[src/rtl/core/rmse_pkg.sv]
// ----------------------------------------------------------------------------
// rmse_pkg
// Shared widths, limits, state codes and unit control types for the running
// mean and standard error unit.
// ----------------------------------------------------------------------------
`default_nettype none

package rmse_pkg;

   localparam int unsigned MAX_SAMPLES = 65536;

   localparam int unsigned SAMPLE_W   = 24;
   localparam int unsigned ERROR_W    = 23;
   localparam int unsigned COUNT_W    = 17;
   localparam int unsigned TOTAL_W    = 40;
   localparam int unsigned SQUARE_W   = 64;
   localparam int unsigned PROD_W     = 48;
   localparam int unsigned DIVISOR_W  = 18;
   localparam int unsigned QUOT_W     = 48;
   localparam int unsigned STEP_W     = 6;
   localparam int unsigned ROOT_W     = 24;
   localparam int unsigned RADICAND_W = 48;
   localparam int unsigned SQ_CNT_W   = 5;

   localparam logic [COUNT_W-1:0]  MAX_COUNT    = COUNT_W'(MAX_SAMPLES);
   localparam logic [STEP_W-1:0]   MEAN_STEPS   = 6'd24;
   localparam logic [STEP_W-1:0]   MOMENT_STEPS = 6'd47;
   localparam logic [SQ_CNT_W-1:0] SQ_STEPS     = 5'd24;
   localparam logic [SQ_CNT_W-1:0] ROOT_STEPS   = 5'd24;
   localparam logic [ERROR_W-1:0]  ERROR_MAX    = {ERROR_W{1'b1}};

   typedef enum logic [3:0] {
      ST_IDLE,
      ST_SQUARE,
      ST_ACCUM,
      ST_MEAN_GO,
      ST_MEAN,
      ST_MEAN_SQ,
      ST_MOMENT,
      ST_VAR_GO,
      ST_VAR,
      ST_ROOT,
      ST_FINISH
   } state_type;

   typedef struct packed {
      logic                  start;
      logic [STEP_W-1:0]     steps;
      logic [SQUARE_W-1:0]   dividend;
      logic [DIVISOR_W-1:0]  divisor;
   } div_req_type;

   typedef struct packed {
      logic                  done;
      logic [QUOT_W-1:0]     quotient;
   } div_rsp_type;

   typedef struct packed {
      logic                  start;
      logic [RADICAND_W-1:0] radicand;
   } sqrt_req_type;

   typedef struct packed {
      logic                  done;
      logic [ROOT_W-1:0]     root;
   } sqrt_rsp_type;

endpackage

`default_nettype wire

[src/rtl/core/rmse_if.sv]
// ----------------------------------------------------------------------------
// rmse channel interfaces
// Valid/ready channels for samples in and statistics out.
// ----------------------------------------------------------------------------
`default_nettype none

interface rmse_req_if;
   logic                                valid;
   logic                                ready;
   logic signed [rmse_pkg::SAMPLE_W-1:0] sample;
   logic                                restart;

   modport source (output valid, output sample, output restart, input ready);
   modport sink   (input valid, input sample, input restart, output ready);
endinterface

interface rmse_rsp_if;
   logic                                valid;
   logic                                ready;
   logic signed [rmse_pkg::SAMPLE_W-1:0] running_mean;
   logic [rmse_pkg::ERROR_W-1:0]         standard_error;
   logic [rmse_pkg::COUNT_W-1:0]         sample_number;
   logic                                refused;

   modport source (output valid, output running_mean, output standard_error,
                   output sample_number, output refused, input ready);
   modport sink   (input valid, input running_mean, input standard_error,
                   input sample_number, input refused, output ready);
endinterface

`default_nettype wire

[src/rtl/core/running_mean_standard_error_unit.sv]
// ----------------------------------------------------------------------------
// running_mean_standard_error_unit
// Running count, sum and sum of squares of Q8.16 samples, with the cumulative
// mean and the standard error of the mean after every sample.
//
//   channel   role     payload
//   req_bus   sink     sample (s24 Q8.16), restart
//   rsp_bus   source   running_mean (s24), standard_error (u23),
//                      sample_number (u17), refused
//
// Each sample passes the bit-serial squarer, divider (24 or 47 steps) and
// square root; the first of a series stops after the mean division.
// One sample is in work at a time; req_bus is ready only between samples.
// A result waits in the output register while the next sample is taken.
// Synchronous reset clears the count and both sums.
// ----------------------------------------------------------------------------
`default_nettype none

module running_mean_standard_error_unit #(
   parameter int unsigned MAX_SAMPLES = rmse_pkg::MAX_SAMPLES
) (
   input wire logic  clock,
   input wire logic  reset,
   rmse_req_if.sink  req_bus,
   rmse_rsp_if.source rsp_bus
);

   localparam logic [rmse_pkg::COUNT_W-1:0] COUNT_LIMIT = MAX_SAMPLES[rmse_pkg::COUNT_W-1:0];

   rmse_pkg::state_type state_ff, state_in;

   logic [rmse_pkg::SAMPLE_W-1:0] sample_ff;
   logic                          refused_ff, refused_in;
   logic [rmse_pkg::COUNT_W-1:0]  count_ff, count_in;
   logic [rmse_pkg::TOTAL_W-1:0]  total_ff, total_in;
   logic [rmse_pkg::SQUARE_W-1:0] square_ff, square_in;

   logic [rmse_pkg::SAMPLE_W-1:0] sq_mcand_ff, sq_mcand_in;
   logic [rmse_pkg::SAMPLE_W-1:0] sq_hi_ff, sq_hi_in;
   logic [rmse_pkg::SAMPLE_W-1:0] sq_lo_ff, sq_lo_in;
   logic [rmse_pkg::SQ_CNT_W-1:0] sq_cnt_ff, sq_cnt_in;

   logic [rmse_pkg::SAMPLE_W-1:0]   mean_ff, mean_in;
   logic [rmse_pkg::ERROR_W-1:0]    err_ff, err_in;
   logic [rmse_pkg::RADICAND_W-1:0] var_num_ff, var_num_in;

   logic                          rsp_valid_ff, rsp_valid_in;
   logic [rmse_pkg::SAMPLE_W-1:0] rsp_mean_ff;
   logic [rmse_pkg::ERROR_W-1:0]  rsp_error_ff;
   logic [rmse_pkg::COUNT_W-1:0]  rsp_number_ff;
   logic                          rsp_refused_ff;

   rmse_pkg::div_req_type  div_req;
   rmse_pkg::div_rsp_type  div_rsp;
   rmse_pkg::sqrt_req_type sqrt_req;
   rmse_pkg::sqrt_rsp_type sqrt_rsp;

   // control pulses
   logic accept;
   logic accept_refused;
   logic sq_load_sample;
   logic sq_load_mean;
   logic accum_en;
   logic mean_go;
   logic moment_go;
   logic var_go;
   logic mean_capture;
   logic var_capture;
   logic root_go;
   logic err_capture;
   logic err_clear;
   logic result_load;

   // datapath helpers
   logic [rmse_pkg::SAMPLE_W-1:0] sample_mag;
   logic [rmse_pkg::SAMPLE_W:0]   sq_sum;
   logic [rmse_pkg::PROD_W-1:0]   sq_prod;
   logic [rmse_pkg::TOTAL_W:0]    total_x2;
   logic [rmse_pkg::TOTAL_W:0]    count_ext;
   logic [rmse_pkg::TOTAL_W:0]    mean_numer;
   logic [rmse_pkg::SAMPLE_W-1:0] mean_mag;
   logic [rmse_pkg::PROD_W:0]     moment_diff;
   logic                          series_short;
   logic                          out_free;

   rmse_div u_div (
      .clock (clock),
      .reset (reset),
      .req   (div_req),
      .rsp   (div_rsp)
   );

   rmse_sqrt u_sqrt (
      .clock (clock),
      .reset (reset),
      .req   (sqrt_req),
      .rsp   (sqrt_rsp)
   );

   always_comb begin
      sample_mag   = req_bus.sample[rmse_pkg::SAMPLE_W-1] ?
                     (~req_bus.sample + 24'd1) : req_bus.sample;
      sq_sum       = {1'b0, sq_hi_ff} + (sq_lo_ff[0] ? {1'b0, sq_mcand_ff} : 25'd0);
      sq_prod      = {sq_hi_ff, sq_lo_ff};
      total_x2     = {total_ff, 1'b0};
      count_ext    = {24'd0, count_ff};
      mean_numer   = total_ff[rmse_pkg::TOTAL_W-1] ? (count_ext - total_x2)
                                                   : (count_ext + total_x2);
      mean_mag     = div_rsp.quotient[rmse_pkg::SAMPLE_W-1:0];
      moment_diff  = {1'b0, div_rsp.quotient} - {1'b0, sq_prod};
      series_short = (count_ff[rmse_pkg::COUNT_W-1:1] == '0);
      out_free     = ~rsp_valid_ff | rsp_bus.ready;
      accept       = req_bus.valid & (state_ff == rmse_pkg::ST_IDLE);
      accept_refused = ~req_bus.restart & (count_ff >= COUNT_LIMIT);
   end

   // next state
   always_comb begin
      state_in = state_ff;
      case (state_ff)
         rmse_pkg::ST_IDLE: begin
            if (accept) begin
               state_in = accept_refused ? rmse_pkg::ST_MEAN_GO : rmse_pkg::ST_SQUARE;
            end
         end
         rmse_pkg::ST_SQUARE: begin
            if (sq_cnt_ff == '0) begin
               state_in = rmse_pkg::ST_ACCUM;
            end
         end
         rmse_pkg::ST_ACCUM:   state_in = rmse_pkg::ST_MEAN_GO;
         rmse_pkg::ST_MEAN_GO: state_in = rmse_pkg::ST_MEAN;
         rmse_pkg::ST_MEAN: begin
            if (div_rsp.done) begin
               state_in = series_short ? rmse_pkg::ST_FINISH : rmse_pkg::ST_MEAN_SQ;
            end
         end
         rmse_pkg::ST_MEAN_SQ: begin
            if (sq_cnt_ff == '0) begin
               state_in = rmse_pkg::ST_MOMENT;
            end
         end
         rmse_pkg::ST_MOMENT: begin
            if (div_rsp.done) begin
               state_in = rmse_pkg::ST_VAR_GO;
            end
         end
         rmse_pkg::ST_VAR_GO: state_in = rmse_pkg::ST_VAR;
         rmse_pkg::ST_VAR: begin
            if (div_rsp.done) begin
               state_in = rmse_pkg::ST_ROOT;
            end
         end
         rmse_pkg::ST_ROOT: begin
            if (sqrt_rsp.done) begin
               state_in = rmse_pkg::ST_FINISH;
            end
         end
         rmse_pkg::ST_FINISH: begin
            if (out_free) begin
               state_in = rmse_pkg::ST_IDLE;
            end
         end
         default: state_in = rmse_pkg::ST_IDLE;
      endcase
   end

   // control outputs
   always_comb begin
      sq_load_sample = 1'b0;
      sq_load_mean   = 1'b0;
      accum_en       = 1'b0;
      mean_go        = 1'b0;
      moment_go      = 1'b0;
      var_go         = 1'b0;
      mean_capture   = 1'b0;
      var_capture    = 1'b0;
      root_go        = 1'b0;
      err_capture    = 1'b0;
      err_clear      = 1'b0;
      result_load    = 1'b0;
      case (state_ff)
         rmse_pkg::ST_IDLE:    sq_load_sample = accept & ~accept_refused;
         rmse_pkg::ST_SQUARE:  ;
         rmse_pkg::ST_ACCUM:   accum_en = 1'b1;
         rmse_pkg::ST_MEAN_GO: mean_go = 1'b1;
         rmse_pkg::ST_MEAN: begin
            mean_capture = div_rsp.done;
            sq_load_mean = div_rsp.done & ~series_short;
            err_clear    = div_rsp.done & series_short;
         end
         rmse_pkg::ST_MEAN_SQ: moment_go   = (sq_cnt_ff == '0);
         rmse_pkg::ST_MOMENT:  var_capture = div_rsp.done;
         rmse_pkg::ST_VAR_GO:  var_go      = 1'b1;
         rmse_pkg::ST_VAR:     root_go     = div_rsp.done;
         rmse_pkg::ST_ROOT:    err_capture = sqrt_rsp.done;
         rmse_pkg::ST_FINISH:  result_load = out_free;
         default: ;
      endcase
   end

   always_comb begin
      div_req.start    = mean_go | moment_go | var_go;
      div_req.steps    = rmse_pkg::MOMENT_STEPS;
      div_req.dividend = square_ff;
      div_req.divisor  = {1'b0, count_ff};
      if (mean_go) begin
         div_req.steps    = rmse_pkg::MEAN_STEPS;
         div_req.dividend = {23'd0, mean_numer};
         div_req.divisor  = {count_ff, 1'b0};
      end else if (var_go) begin
         div_req.dividend = {16'd0, var_num_ff};
         div_req.divisor  = {1'b0, count_ff - 17'd1};
      end
      sqrt_req.start    = root_go;
      sqrt_req.radicand = div_rsp.quotient;
   end

   always_comb begin
      refused_in  = refused_ff;
      count_in    = count_ff;
      total_in    = total_ff;
      square_in   = square_ff;
      sq_mcand_in = sq_mcand_ff;
      sq_hi_in    = sq_hi_ff;
      sq_lo_in    = sq_lo_ff;
      sq_cnt_in   = sq_cnt_ff;
      mean_in     = mean_ff;
      err_in      = err_ff;
      var_num_in  = var_num_ff;
      if (accept) begin
         refused_in = accept_refused;
         if (req_bus.restart) begin
            count_in  = '0;
            total_in  = '0;
            square_in = '0;
         end
      end
      if (accum_en) begin
         count_in  = count_ff + 17'd1;
         total_in  = total_ff + {{16{sample_ff[rmse_pkg::SAMPLE_W-1]}}, sample_ff};
         square_in = square_ff + {16'd0, sq_prod};
      end
      if (sq_load_sample || sq_load_mean) begin
         sq_mcand_in = sq_load_mean ? mean_mag : sample_mag;
         sq_lo_in    = sq_load_mean ? mean_mag : sample_mag;
         sq_hi_in    = '0;
         sq_cnt_in   = rmse_pkg::SQ_STEPS;
      end else if (sq_cnt_ff != '0) begin
         sq_hi_in  = sq_sum[rmse_pkg::SAMPLE_W:1];
         sq_lo_in  = {sq_sum[0], sq_lo_ff[rmse_pkg::SAMPLE_W-1:1]};
         sq_cnt_in = sq_cnt_ff - 5'd1;
      end
      if (mean_capture) begin
         mean_in = total_ff[rmse_pkg::TOTAL_W-1] ? (~mean_mag + 24'd1) : mean_mag;
      end
      if (var_capture) begin
         var_num_in = moment_diff[rmse_pkg::PROD_W] ? '0 : moment_diff[rmse_pkg::PROD_W-1:0];
      end
      if (err_clear) begin
         err_in = '0;
      end else if (err_capture) begin
         err_in = sqrt_rsp.root[rmse_pkg::ROOT_W-1] ? rmse_pkg::ERROR_MAX
                                                    : sqrt_rsp.root[rmse_pkg::ERROR_W-1:0];
      end
      rsp_valid_in = rsp_valid_ff;
      if (result_load) begin
         rsp_valid_in = 1'b1;
      end else if (rsp_bus.ready) begin
         rsp_valid_in = 1'b0;
      end
   end

   always_ff @(posedge clock) begin
      if (reset) begin
         state_ff     <= rmse_pkg::ST_IDLE;
         count_ff     <= '0;
         total_ff     <= '0;
         square_ff    <= '0;
         sq_cnt_ff    <= '0;
         rsp_valid_ff <= 1'b0;
      end else begin
         state_ff     <= state_in;
         count_ff     <= count_in;
         total_ff     <= total_in;
         square_ff    <= square_in;
         sq_cnt_ff    <= sq_cnt_in;
         rsp_valid_ff <= rsp_valid_in;
      end
      if (accept) begin
         sample_ff <= req_bus.sample;
      end
      refused_ff  <= refused_in;
      sq_mcand_ff <= sq_mcand_in;
      sq_hi_ff    <= sq_hi_in;
      sq_lo_ff    <= sq_lo_in;
      mean_ff     <= mean_in;
      err_ff      <= err_in;
      var_num_ff  <= var_num_in;
      if (result_load) begin
         rsp_mean_ff    <= mean_ff;
         rsp_error_ff   <= err_ff;
         rsp_number_ff  <= count_ff;
         rsp_refused_ff <= refused_ff;
      end
   end

   assign req_bus.ready          = (state_ff == rmse_pkg::ST_IDLE);
   assign rsp_bus.valid          = rsp_valid_ff;
   assign rsp_bus.running_mean   = rsp_mean_ff;
   assign rsp_bus.standard_error = rsp_error_ff;
   assign rsp_bus.sample_number  = rsp_number_ff;
   assign rsp_bus.refused        = rsp_refused_ff;

   a_refused_full: assert property (@(posedge clock) disable iff (reset)
      (rsp_valid_ff && rsp_refused_ff) |-> (rsp_number_ff == COUNT_LIMIT))
      else $error("refused result below full series");

   a_single_zero: assert property (@(posedge clock) disable iff (reset)
      (rsp_valid_ff && (rsp_number_ff[rmse_pkg::COUNT_W-1:1] == '0)) |-> (rsp_error_ff == '0))
      else $error("nonzero error for single sample");

   a_count_bound: assert property (@(posedge clock) disable iff (reset)
      count_ff <= COUNT_LIMIT)
      else $error("sample count beyond limit");

   a_div_done_state: assert property (@(posedge clock) disable iff (reset)
      div_rsp.done |-> (state_ff == rmse_pkg::ST_MEAN || state_ff == rmse_pkg::ST_MOMENT ||
                        state_ff == rmse_pkg::ST_VAR))
      else $error("divider finished outside a wait state");

   a_hold_on_finish: assert property (@(posedge clock) disable iff (reset)
      (state_ff == rmse_pkg::ST_FINISH && rsp_valid_ff && !rsp_bus.ready) |=>
      (state_ff == rmse_pkg::ST_FINISH))
      else $error("result overwrote a waiting transfer");

endmodule

`default_nettype wire

[src/rtl/core/rmse_div.sv]
// ----------------------------------------------------------------------------
// rmse_div
// Bit-serial restoring divider, one quotient bit per cycle. The dividend is
// split at load so that only the requested number of quotient bits is made.
// ----------------------------------------------------------------------------
`default_nettype none

module rmse_div (
   input  wire logic                 clock,
   input  wire logic                 reset,
   input  wire rmse_pkg::div_req_type req,
   output rmse_pkg::div_rsp_type      rsp
);

   logic [rmse_pkg::DIVISOR_W-1:0] rem_ff, rem_in;
   logic [rmse_pkg::SQUARE_W-1:0]  num_ff, num_in;
   logic [rmse_pkg::DIVISOR_W-1:0] div_ff, div_in;
   logic [rmse_pkg::STEP_W-1:0]    cnt_ff, cnt_in;
   logic                           busy_ff, busy_in;
   logic                           done_ff, done_in;

   logic [rmse_pkg::DIVISOR_W:0]   trial;
   logic [rmse_pkg::DIVISOR_W+1:0] diff;
   logic                           ge;
   logic [rmse_pkg::SQUARE_W-1:0]  low_part;
   logic [rmse_pkg::SQUARE_W-1:0]  high_part;

   always_comb begin
      trial     = {rem_ff, num_ff[rmse_pkg::SQUARE_W-1]};
      diff      = {1'b0, trial} - {2'b00, div_ff};
      ge        = ~diff[rmse_pkg::DIVISOR_W+1];
      high_part = req.dividend >> req.steps;
      low_part  = req.dividend << (7'd64 - {1'b0, req.steps});
   end

   always_comb begin
      rem_in  = rem_ff;
      num_in  = num_ff;
      div_in  = div_ff;
      cnt_in  = cnt_ff;
      busy_in = busy_ff;
      done_in = 1'b0;
      if (req.start) begin
         rem_in  = high_part[rmse_pkg::DIVISOR_W-1:0];
         num_in  = low_part;
         div_in  = req.divisor;
         cnt_in  = req.steps;
         busy_in = 1'b1;
      end else if (busy_ff) begin
         rem_in  = ge ? diff[rmse_pkg::DIVISOR_W-1:0] : trial[rmse_pkg::DIVISOR_W-1:0];
         num_in  = {num_ff[rmse_pkg::SQUARE_W-2:0], ge};
         cnt_in  = cnt_ff - 6'd1;
         if (cnt_ff == 6'd1) begin
            busy_in = 1'b0;
            done_in = 1'b1;
         end
      end
   end

   always_ff @(posedge clock) begin
      if (reset) begin
         busy_ff <= 1'b0;
         done_ff <= 1'b0;
      end else begin
         busy_ff <= busy_in;
         done_ff <= done_in;
      end
      rem_ff <= rem_in;
      num_ff <= num_in;
      div_ff <= div_in;
      cnt_ff <= cnt_in;
   end

   assign rsp.done     = done_ff;
   assign rsp.quotient = num_ff[rmse_pkg::QUOT_W-1:0];

endmodule

`default_nettype wire

[src/rtl/core/rmse_sqrt.sv]
// ----------------------------------------------------------------------------
// rmse_sqrt
// Digit-by-digit integer square root, one root bit per cycle from the top
// pair of radicand bits down.
// ----------------------------------------------------------------------------
`default_nettype none

module rmse_sqrt (
   input  wire logic                  clock,
   input  wire logic                  reset,
   input  wire rmse_pkg::sqrt_req_type req,
   output rmse_pkg::sqrt_rsp_type      rsp
);

   logic [rmse_pkg::RADICAND_W-1:0] rad_ff, rad_in;
   logic [25:0]                     rem_ff, rem_in;
   logic [rmse_pkg::ROOT_W-1:0]     root_ff, root_in;
   logic [rmse_pkg::SQ_CNT_W-1:0]   cnt_ff, cnt_in;
   logic                            busy_ff, busy_in;
   logic                            done_ff, done_in;

   logic [27:0] r2;
   logic [27:0] trial;
   logic [28:0] diff;
   logic        ge;

   always_comb begin
      r2    = {rem_ff, rad_ff[rmse_pkg::RADICAND_W-1 -: 2]};
      trial = {2'b00, root_ff, 2'b01};
      diff  = {1'b0, r2} - {1'b0, trial};
      ge    = ~diff[28];
   end

   always_comb begin
      rad_in  = rad_ff;
      rem_in  = rem_ff;
      root_in = root_ff;
      cnt_in  = cnt_ff;
      busy_in = busy_ff;
      done_in = 1'b0;
      if (req.start) begin
         rad_in  = req.radicand;
         rem_in  = '0;
         root_in = '0;
         cnt_in  = rmse_pkg::ROOT_STEPS;
         busy_in = 1'b1;
      end else if (busy_ff) begin
         rad_in  = {rad_ff[rmse_pkg::RADICAND_W-3:0], 2'b00};
         rem_in  = ge ? diff[25:0] : r2[25:0];
         root_in = {root_ff[rmse_pkg::ROOT_W-2:0], ge};
         cnt_in  = cnt_ff - 5'd1;
         if (cnt_ff == 5'd1) begin
            busy_in = 1'b0;
            done_in = 1'b1;
         end
      end
   end

   always_ff @(posedge clock) begin
      if (reset) begin
         busy_ff <= 1'b0;
         done_ff <= 1'b0;
      end else begin
         busy_ff <= busy_in;
         done_ff <= done_in;
      end
      rad_ff  <= rad_in;
      rem_ff  <= rem_in;
      root_ff <= root_in;
      cnt_ff  <= cnt_in;
   end

   assign rsp.done = done_ff;
   assign rsp.root = root_ff;

endmodule

`default_nettype wire
[src/flat_wrapper.sv]
// flat-port wrapper written by rule: the top's interface ports become plain ports
module running_mean_standard_error_unit_flat 
#(
   parameter int unsigned MAX_SAMPLES = rmse_pkg::MAX_SAMPLES
)
  (clock, reset, req_bus_valid, req_bus_sample, req_bus_restart, req_bus_ready, rsp_bus_valid, rsp_bus_running_mean, rsp_bus_standard_error, rsp_bus_sample_number, rsp_bus_refused, rsp_bus_ready);
  rmse_req_if req_bus_i ();
  rmse_rsp_if rsp_bus_i ();
  input wire logic clock;
  input wire logic reset;
  input wire logic [$bits(req_bus_i.valid)-1:0] req_bus_valid;
  input wire logic [$bits(req_bus_i.sample)-1:0] req_bus_sample;
  input wire logic [$bits(req_bus_i.restart)-1:0] req_bus_restart;
  output wire logic [$bits(req_bus_i.ready)-1:0] req_bus_ready;
  output wire logic [$bits(rsp_bus_i.valid)-1:0] rsp_bus_valid;
  output wire logic [$bits(rsp_bus_i.running_mean)-1:0] rsp_bus_running_mean;
  output wire logic [$bits(rsp_bus_i.standard_error)-1:0] rsp_bus_standard_error;
  output wire logic [$bits(rsp_bus_i.sample_number)-1:0] rsp_bus_sample_number;
  output wire logic [$bits(rsp_bus_i.refused)-1:0] rsp_bus_refused;
  input wire logic [$bits(rsp_bus_i.ready)-1:0] rsp_bus_ready;
  assign req_bus_i.valid = req_bus_valid;
  assign req_bus_i.sample = req_bus_sample;
  assign req_bus_i.restart = req_bus_restart;
  assign req_bus_ready = req_bus_i.ready;
  assign rsp_bus_valid = rsp_bus_i.valid;
  assign rsp_bus_running_mean = rsp_bus_i.running_mean;
  assign rsp_bus_standard_error = rsp_bus_i.standard_error;
  assign rsp_bus_sample_number = rsp_bus_i.sample_number;
  assign rsp_bus_refused = rsp_bus_i.refused;
  assign rsp_bus_i.ready = rsp_bus_ready;
  running_mean_standard_error_unit #(.MAX_SAMPLES(MAX_SAMPLES)) u_core (.clock(clock), .reset(reset), .req_bus(req_bus_i), .rsp_bus(rsp_bus_i));
endmodule
[config.mk]
export PLATFORM = sky130hd
export DESIGN_NAME = running_mean_standard_error_unit_flat
export DESIGN_NICKNAME = d
export VERILOG_FILES = /design/src/rtl/core/rmse_pkg.sv /design/src/rtl/core/rmse_if.sv /design/src/rtl/core/running_mean_standard_error_unit.sv /design/src/rtl/core/rmse_div.sv /design/src/rtl/core/rmse_sqrt.sv /design/src/flat_wrapper.sv
export SDC_FILE = /design/constraint.sdc
export NUM_CORES = 2
export LEC_CHECK = 0
export ABC_AREA = 1
export BUFFER_PORTS_ARGS = -buffer_cell sky130_fd_sc_hd__buf_4
export CAP_MARGIN = 10
export CORE_MARGIN = 10
export CORE_UTILIZATION = 40
export DETAILED_ROUTE_END_ITERATION = 6
export PLACE_DENSITY = 0.66
export SLEW_MARGIN = 20
export SYNTH_ARGS = -nofsm -noshare
export SYNTH_HDL_FRONTEND = slang
export SYNTH_HIERARCHICAL = 1
export SYNTH_SLANG_ARGS = --single-unit
[constraint.sdc]
create_clock -name clock -period 7.12 [get_ports clock]
set_clock_uncertainty 0.1 [all_clocks]
set_input_delay 0.712 -clock clock [delete_from_list [all_inputs] [get_ports clock]]
set_output_delay 0.712 -clock clock [all_outputs]
set_load 0.03 [all_outputs]
[After elaboration in Yosys (flattened, before gate mapping)]
Cells that the tools add are included.
Storage, ports and cells
  bits in registers: 601
  bits of input ports: 29
  output and inout port bits: 67
Operators by class
  add/subtract/negate cells: 16
  order comparisons: 1
  equality and inequality tests: 20
  shift-type cells: 2
  multiplexer cells: 65
  bitwise logic cells: 18
  reduce and logical (&&, ||, !) cells: 16
Operators with widths (number)
  $mux W64: 5
  $mux W82: 2
  $mux W24: 6
  $mux W40: 3
  $mux W48: 2
  $add A64 B48 Y64: 1
  $shl A64 B7 Y64: 1
  $shr A64 B6 Y18: 1
  $mux W18: 3
  $mux W17: 3
  $sub A48 B48 Y49: 1
  $add A24 B1 Y24 const B: 2
  $not A24 Y24: 2
  $pmux W4 S11: 1
  $add A17 B41 Y41: 1
  $mux W41: 1
  $sub A17 B41 Y41: 1
  $add A40 B40 Y40: 1
  $mux W4: 9
  $sub A28 B26 Y29: 1
  $mux W26: 1
  $add A24 B25 Y25: 1
  $mux W23: 1
  $mux W1: 22
  other kinds (31): 66

[Logic depth before layout (Yosys ltp)]
  depth in word-level cells: 7
  gate-level depth with buffers: 37

[Modules after synthesis]
Netlist, hierarchy kept.
Modules (own cells, without submodules)
  running_mean_standard_error_unit: times used 1, cells each 4379, area each 29774.8 um2, seq. area each 9869.5 um2
  rmse_div: times used 1, cells each 2099, area each 12690.9 um2, seq. area each 3223.1 um2
  rmse_sqrt: times used 1, cells each 903, area each 6208.5 um2, seq. area each 2582.5 um2

[Least setup slack after synthesis]
OpenSTA, ideal clock, no wires.
  kind: register to register
  start point: reg u_core/sq_cnt_ff[0] in the netlist's numbering
  end point: reg u_core/u_div/cnt_ff[0] in the netlist's numbering, enable pin
  library setup time: 0.449 ns
  arrival time: 5.608 ns
  data required time: 6.571 ns
  slack: 0.963 ns
  cell stages (with the launch flop): 13
  buffers on the path: 4
  clock period less this slack: 6.157 ns
  cell sequence: dfxtp_1 inv_1 ha_1 inv_1 nor3_1 clkinv_1 clkbuf_1 o21ai_0 inv_1 clkbuf_1 buf_2 clkbuf_1 nand2_1
RTL lines
  start, declared: RTL line running_mean_standard_error_unit.sv:41  | logic [rmse_pkg::SQ_CNT_W-1:0] sq_cnt_ff, sq_cnt_in;
  start signal, assigned: RTL line running_mean_standard_error_unit.sv:287  | sq_cnt_ff <= sq_cnt_in;
  end signal, assigned: RTL line rmse_div.sv:71  | cnt_ff <= cnt_in;
  end, declared: RTL line rmse_div.sv:18  | logic [rmse_pkg::STEP_W-1:0] cnt_ff, cnt_in;

==> run summary <==
status = finished with violations
failing checks = max-slew violations
Setup crit end kind = flop
Max Root-Sink Buffers = 3
Critical Path RT = 7.43 ns
CP max stage delay = 0.44 ns
number of synthesized flops with an enable pin = 364
R2R Setup Slk = 1.87 ns
dpl cells = 8844
Post-DP HPWL = 152000 microns
Final Critical Period = 5.25 ns
share of the synthesized area in the top cell type = 22.5%
Fmax = 191 MHz
CTS tree = done
Clock Latency Late Sink = 0.69 ns
clk root buf = clkbuf_16
Rel. slew slack = -4.38%
Worst-path clk slew = 0.06 ns
largest net degree at the start of global routing = 132
area used by multi-input combinational logic = 28500 sq um
leakage = 23.9 nW
final hold viol count = 0
wire per inst = 21.7 microns
startpoint types = flop
Storage cell area = 15700 sq um
Finished Core Util = 43.9%
fin nets = 7577
Seq/Total Area, Yosys = 32.2%
synthesis-stage register bit count = 601
final period utilization = 73.7%
kind of critical path = reg -> reg
critical path's most frequent cell = nand2_1
number of core rows = 127
clock sink count = 601
Hold Crit Class = in -> reg
total wire length = 195000 microns
Finished Layout Cells = 8985
crit path DAT = 5.55 ns
hold_buf cts = 0
vias in the first global route = 46373
Ys Warns = 6
post-synthesis async set-or-reset flop share = 0%
Synth cell types = 70
unrepaired setup endpoints after global routing = no
P per Cell Area = 423 nW/um^2
CTS buffer count = 76
global route overflow = 0
die footprint = 136000 sq um
CP max-delay cell = nor3_1
P&R area growth vs syn = 8.56%
Tightest Pin Transition = 1.56 ns
Fin Setup TNS = 0 ns
Antenna Cells = 0
layout cells sized above 1 = 5.45%
Max rail drop VDD = 0.000268 V
Resize count post-CTS = 0
Die Wd = 369 microns
Crit Path Max Fanout = 7
Cell Area, Synth = 48700 sq um
core area = 120000 sq um
1st-iter DRT viols = 6379
# setup viols final = 0
Die H = 369 microns
Final Wtd Congestion = 1.04
synthesized netlist cell count = 7381
fillers = 12817
drt pass-1 iters = 7
first-pass GRT wire length = 288000 microns
# IOs = 96
H-tree depth = 3
GRT Overall Usage = 27.3%
Max Cap Violations = 0
via/cell ratio = 5.69
PortBufs = 95
setup bufs post-CTS = 0
Syn Area/Cell = 6.59 sq um
drt drc = 0
Starting Density = 40.4%
vias = 51112
Hold WS = 0.123 ns
Slew Limit Fails = 22
post-synth top area cell = edfxtp_1
initial antenna violation count = 3
Routed Antenna Nets = 0
Synth area leaders = edfxtp_1 (22%), nand2_1 (17%), nand3_1 (11%), dfxtp_1 (9.7%), ha_1 (6.0%)
Synth Flop Type = edfxtp_1
Syn Nets = 7648
==> critical path: cells and delay by family, from the launching register on <==
family / cells / cell delay [ns]
flip-flops: 1 / 0.43
buffers and inverters: 2 / 0.11
AO/OA/AOI/OAI: 2 / 0.46
adder cells (fa/ha/maj): 1 / 0.37
AND/OR/NAND/NOR: 24 / 3.33
XOR/XNOR: 1 / 0.18
==> synthesized netlist by cell type, types with 12 or more instances <==
library cell  count
ha_1            232
nand2_1        2158
nor3_1           64
a22oi_1          48
nand3_1        1028
nand2_2          13
a22o_1           14
a31oi_1          37
a21o_1           36
or2_2            20
o21a_1           18
nand4_1          65
o22ai_1          26
and2_1           32
xor2_1           85
buf_1            25
buf_6            12
buf_2            90
inv_1           762
a21oi_1         496
dfxtp_1         237
o21bai_1         21
xnor2_1          58
nor2_1          645
a21boi_0         15
buf_4            66
o21ai_1          47
nor4_1           19
nand3b_1         24
o21ai_0         369
edfxtp_1        364
clkbuf_1        116
inv_2            21
o211ai_1         19
==> registers in the layout, summed over array words and instances, names as in the netlist, 26 cells and up <==
name / cells
u_core/u_sqrt/rem_ff: 26
u_core/square_ff: 64
u_core/total_ff: 40
u_core/u_sqrt/rad_ff: 48
u_core/u_div/num_ff: 64
u_core/var_num_ff: 48
==> final cells by class <==
cell class / count / area share, %
timing repair buffer: 160 / 2.30
sequential: 601 / 29.7
tap: 1612 / 3.82
clock buffer: 95 / 3.85
clock inverter: 46 / 0.803
multi-input combinational: 5683 / 54.0
inverter: 788 / 5.61
==> path summary, 6_finish.rpt <==
| path | end | depth (start not counted) | from |
|---|---|---|---|
| max | u_core/u_div/num_ff[37]$_DFFE_PP_ | 30 | u_core/total_ff[12]$_SDFFE_PP0P_ |
| min | u_core/sample_ff[22]$_DFFE_PP_ | 1 | req_bus_sample[22] |
| max reg2reg | u_core/u_div/num_ff[37]$_DFFE_PP_ | 30 | u_core/total_ff[12]$_SDFFE_PP0P_ |
| min reg2reg | u_core/rsp_bus.running_mean[3]$_DFFE_PP_ | 0 | u_core/mean_ff[3]$_DFFE_PP_ |
==> cells in the final DEF (no fill, tap or decap), types with 14 or more instances in the layout <==
cell          n
o21ai_0     368
o21a_1       18
nand4_1      65
o211ai_1     19
nand3b_1     24
buf_4       159
a31oi_1      37
xnor2_1      58
or2_2        20
a21o_1       36
inv_2        24
a21boi_0     15
inv_1       757
nand2_1    2153
a21oi_1     496
o21bai_1     21
and2_1       32
nor2_1      637
nor3_1       62
nand2_2      17
xor2_1       85
o22ai_1      26
a22o_1       14
o21ai_1      47
a22oi_1      48
ha_1        231
nand3_1    1028
dfxtp_1     237
nor2_4       14
nor4_1       19
clkbuf_16    76
edfxtp_1    364
==> power by group <==
part           switching, mW  leakage (nW)  internal (mW)
Combinational           9.49          17.4           3.84
Sequential             0.667          5.30           4.50
Clock                   1.70          1.19           2.17
Total                   11.9          23.9           10.5
==> routing by layer <==
layer / GRT usage (%) / wire [microns] / part of all wire, % / up-vias
met3: 4.86 / 17500 / 9.0 / 357
met1: 37.9 / 85300 / 44 / 23944
li1: - / - / - / 24480
met5: 0 / 8 / 0.0041 / -
met4: 9.54 / 7820 / 4.0 / 2
met2: 42.4 / 84400 / 43 / 2329
==> through the flow <==
stage                     setup WS (ns)  cell area [sq um]  power (mW)
after floorplan                   0.963              48700        14.1
after global placement             2.16              50400        18.1
after detailed placement           2.16              50400        18.2
after CTS                          2.12              52800        22.1
after global routing               1.46              52800        24.0
final                              1.87              52800        22.4
==> cell families after synthesis <==
| kind of cell | Yosys count | share of synthesized area [%] |
|---|---|---|
| adder cells (fa/ha/maj) | 238 | 6.21 |
| AND/OR/NAND/NOR | 4113 | 36.0 |
| other | 1 | 0.00770 |
| buffers and inverters | 1097 | 9.39 |
| flip-flops | 601 | 32.2 |
| multiplexers | 1 | 0.0231 |
| AO/OA/AOI/OAI | 1186 | 13.6 |
| XOR/XNOR | 144 | 2.61 |
(Power assumes the default switching activity.)
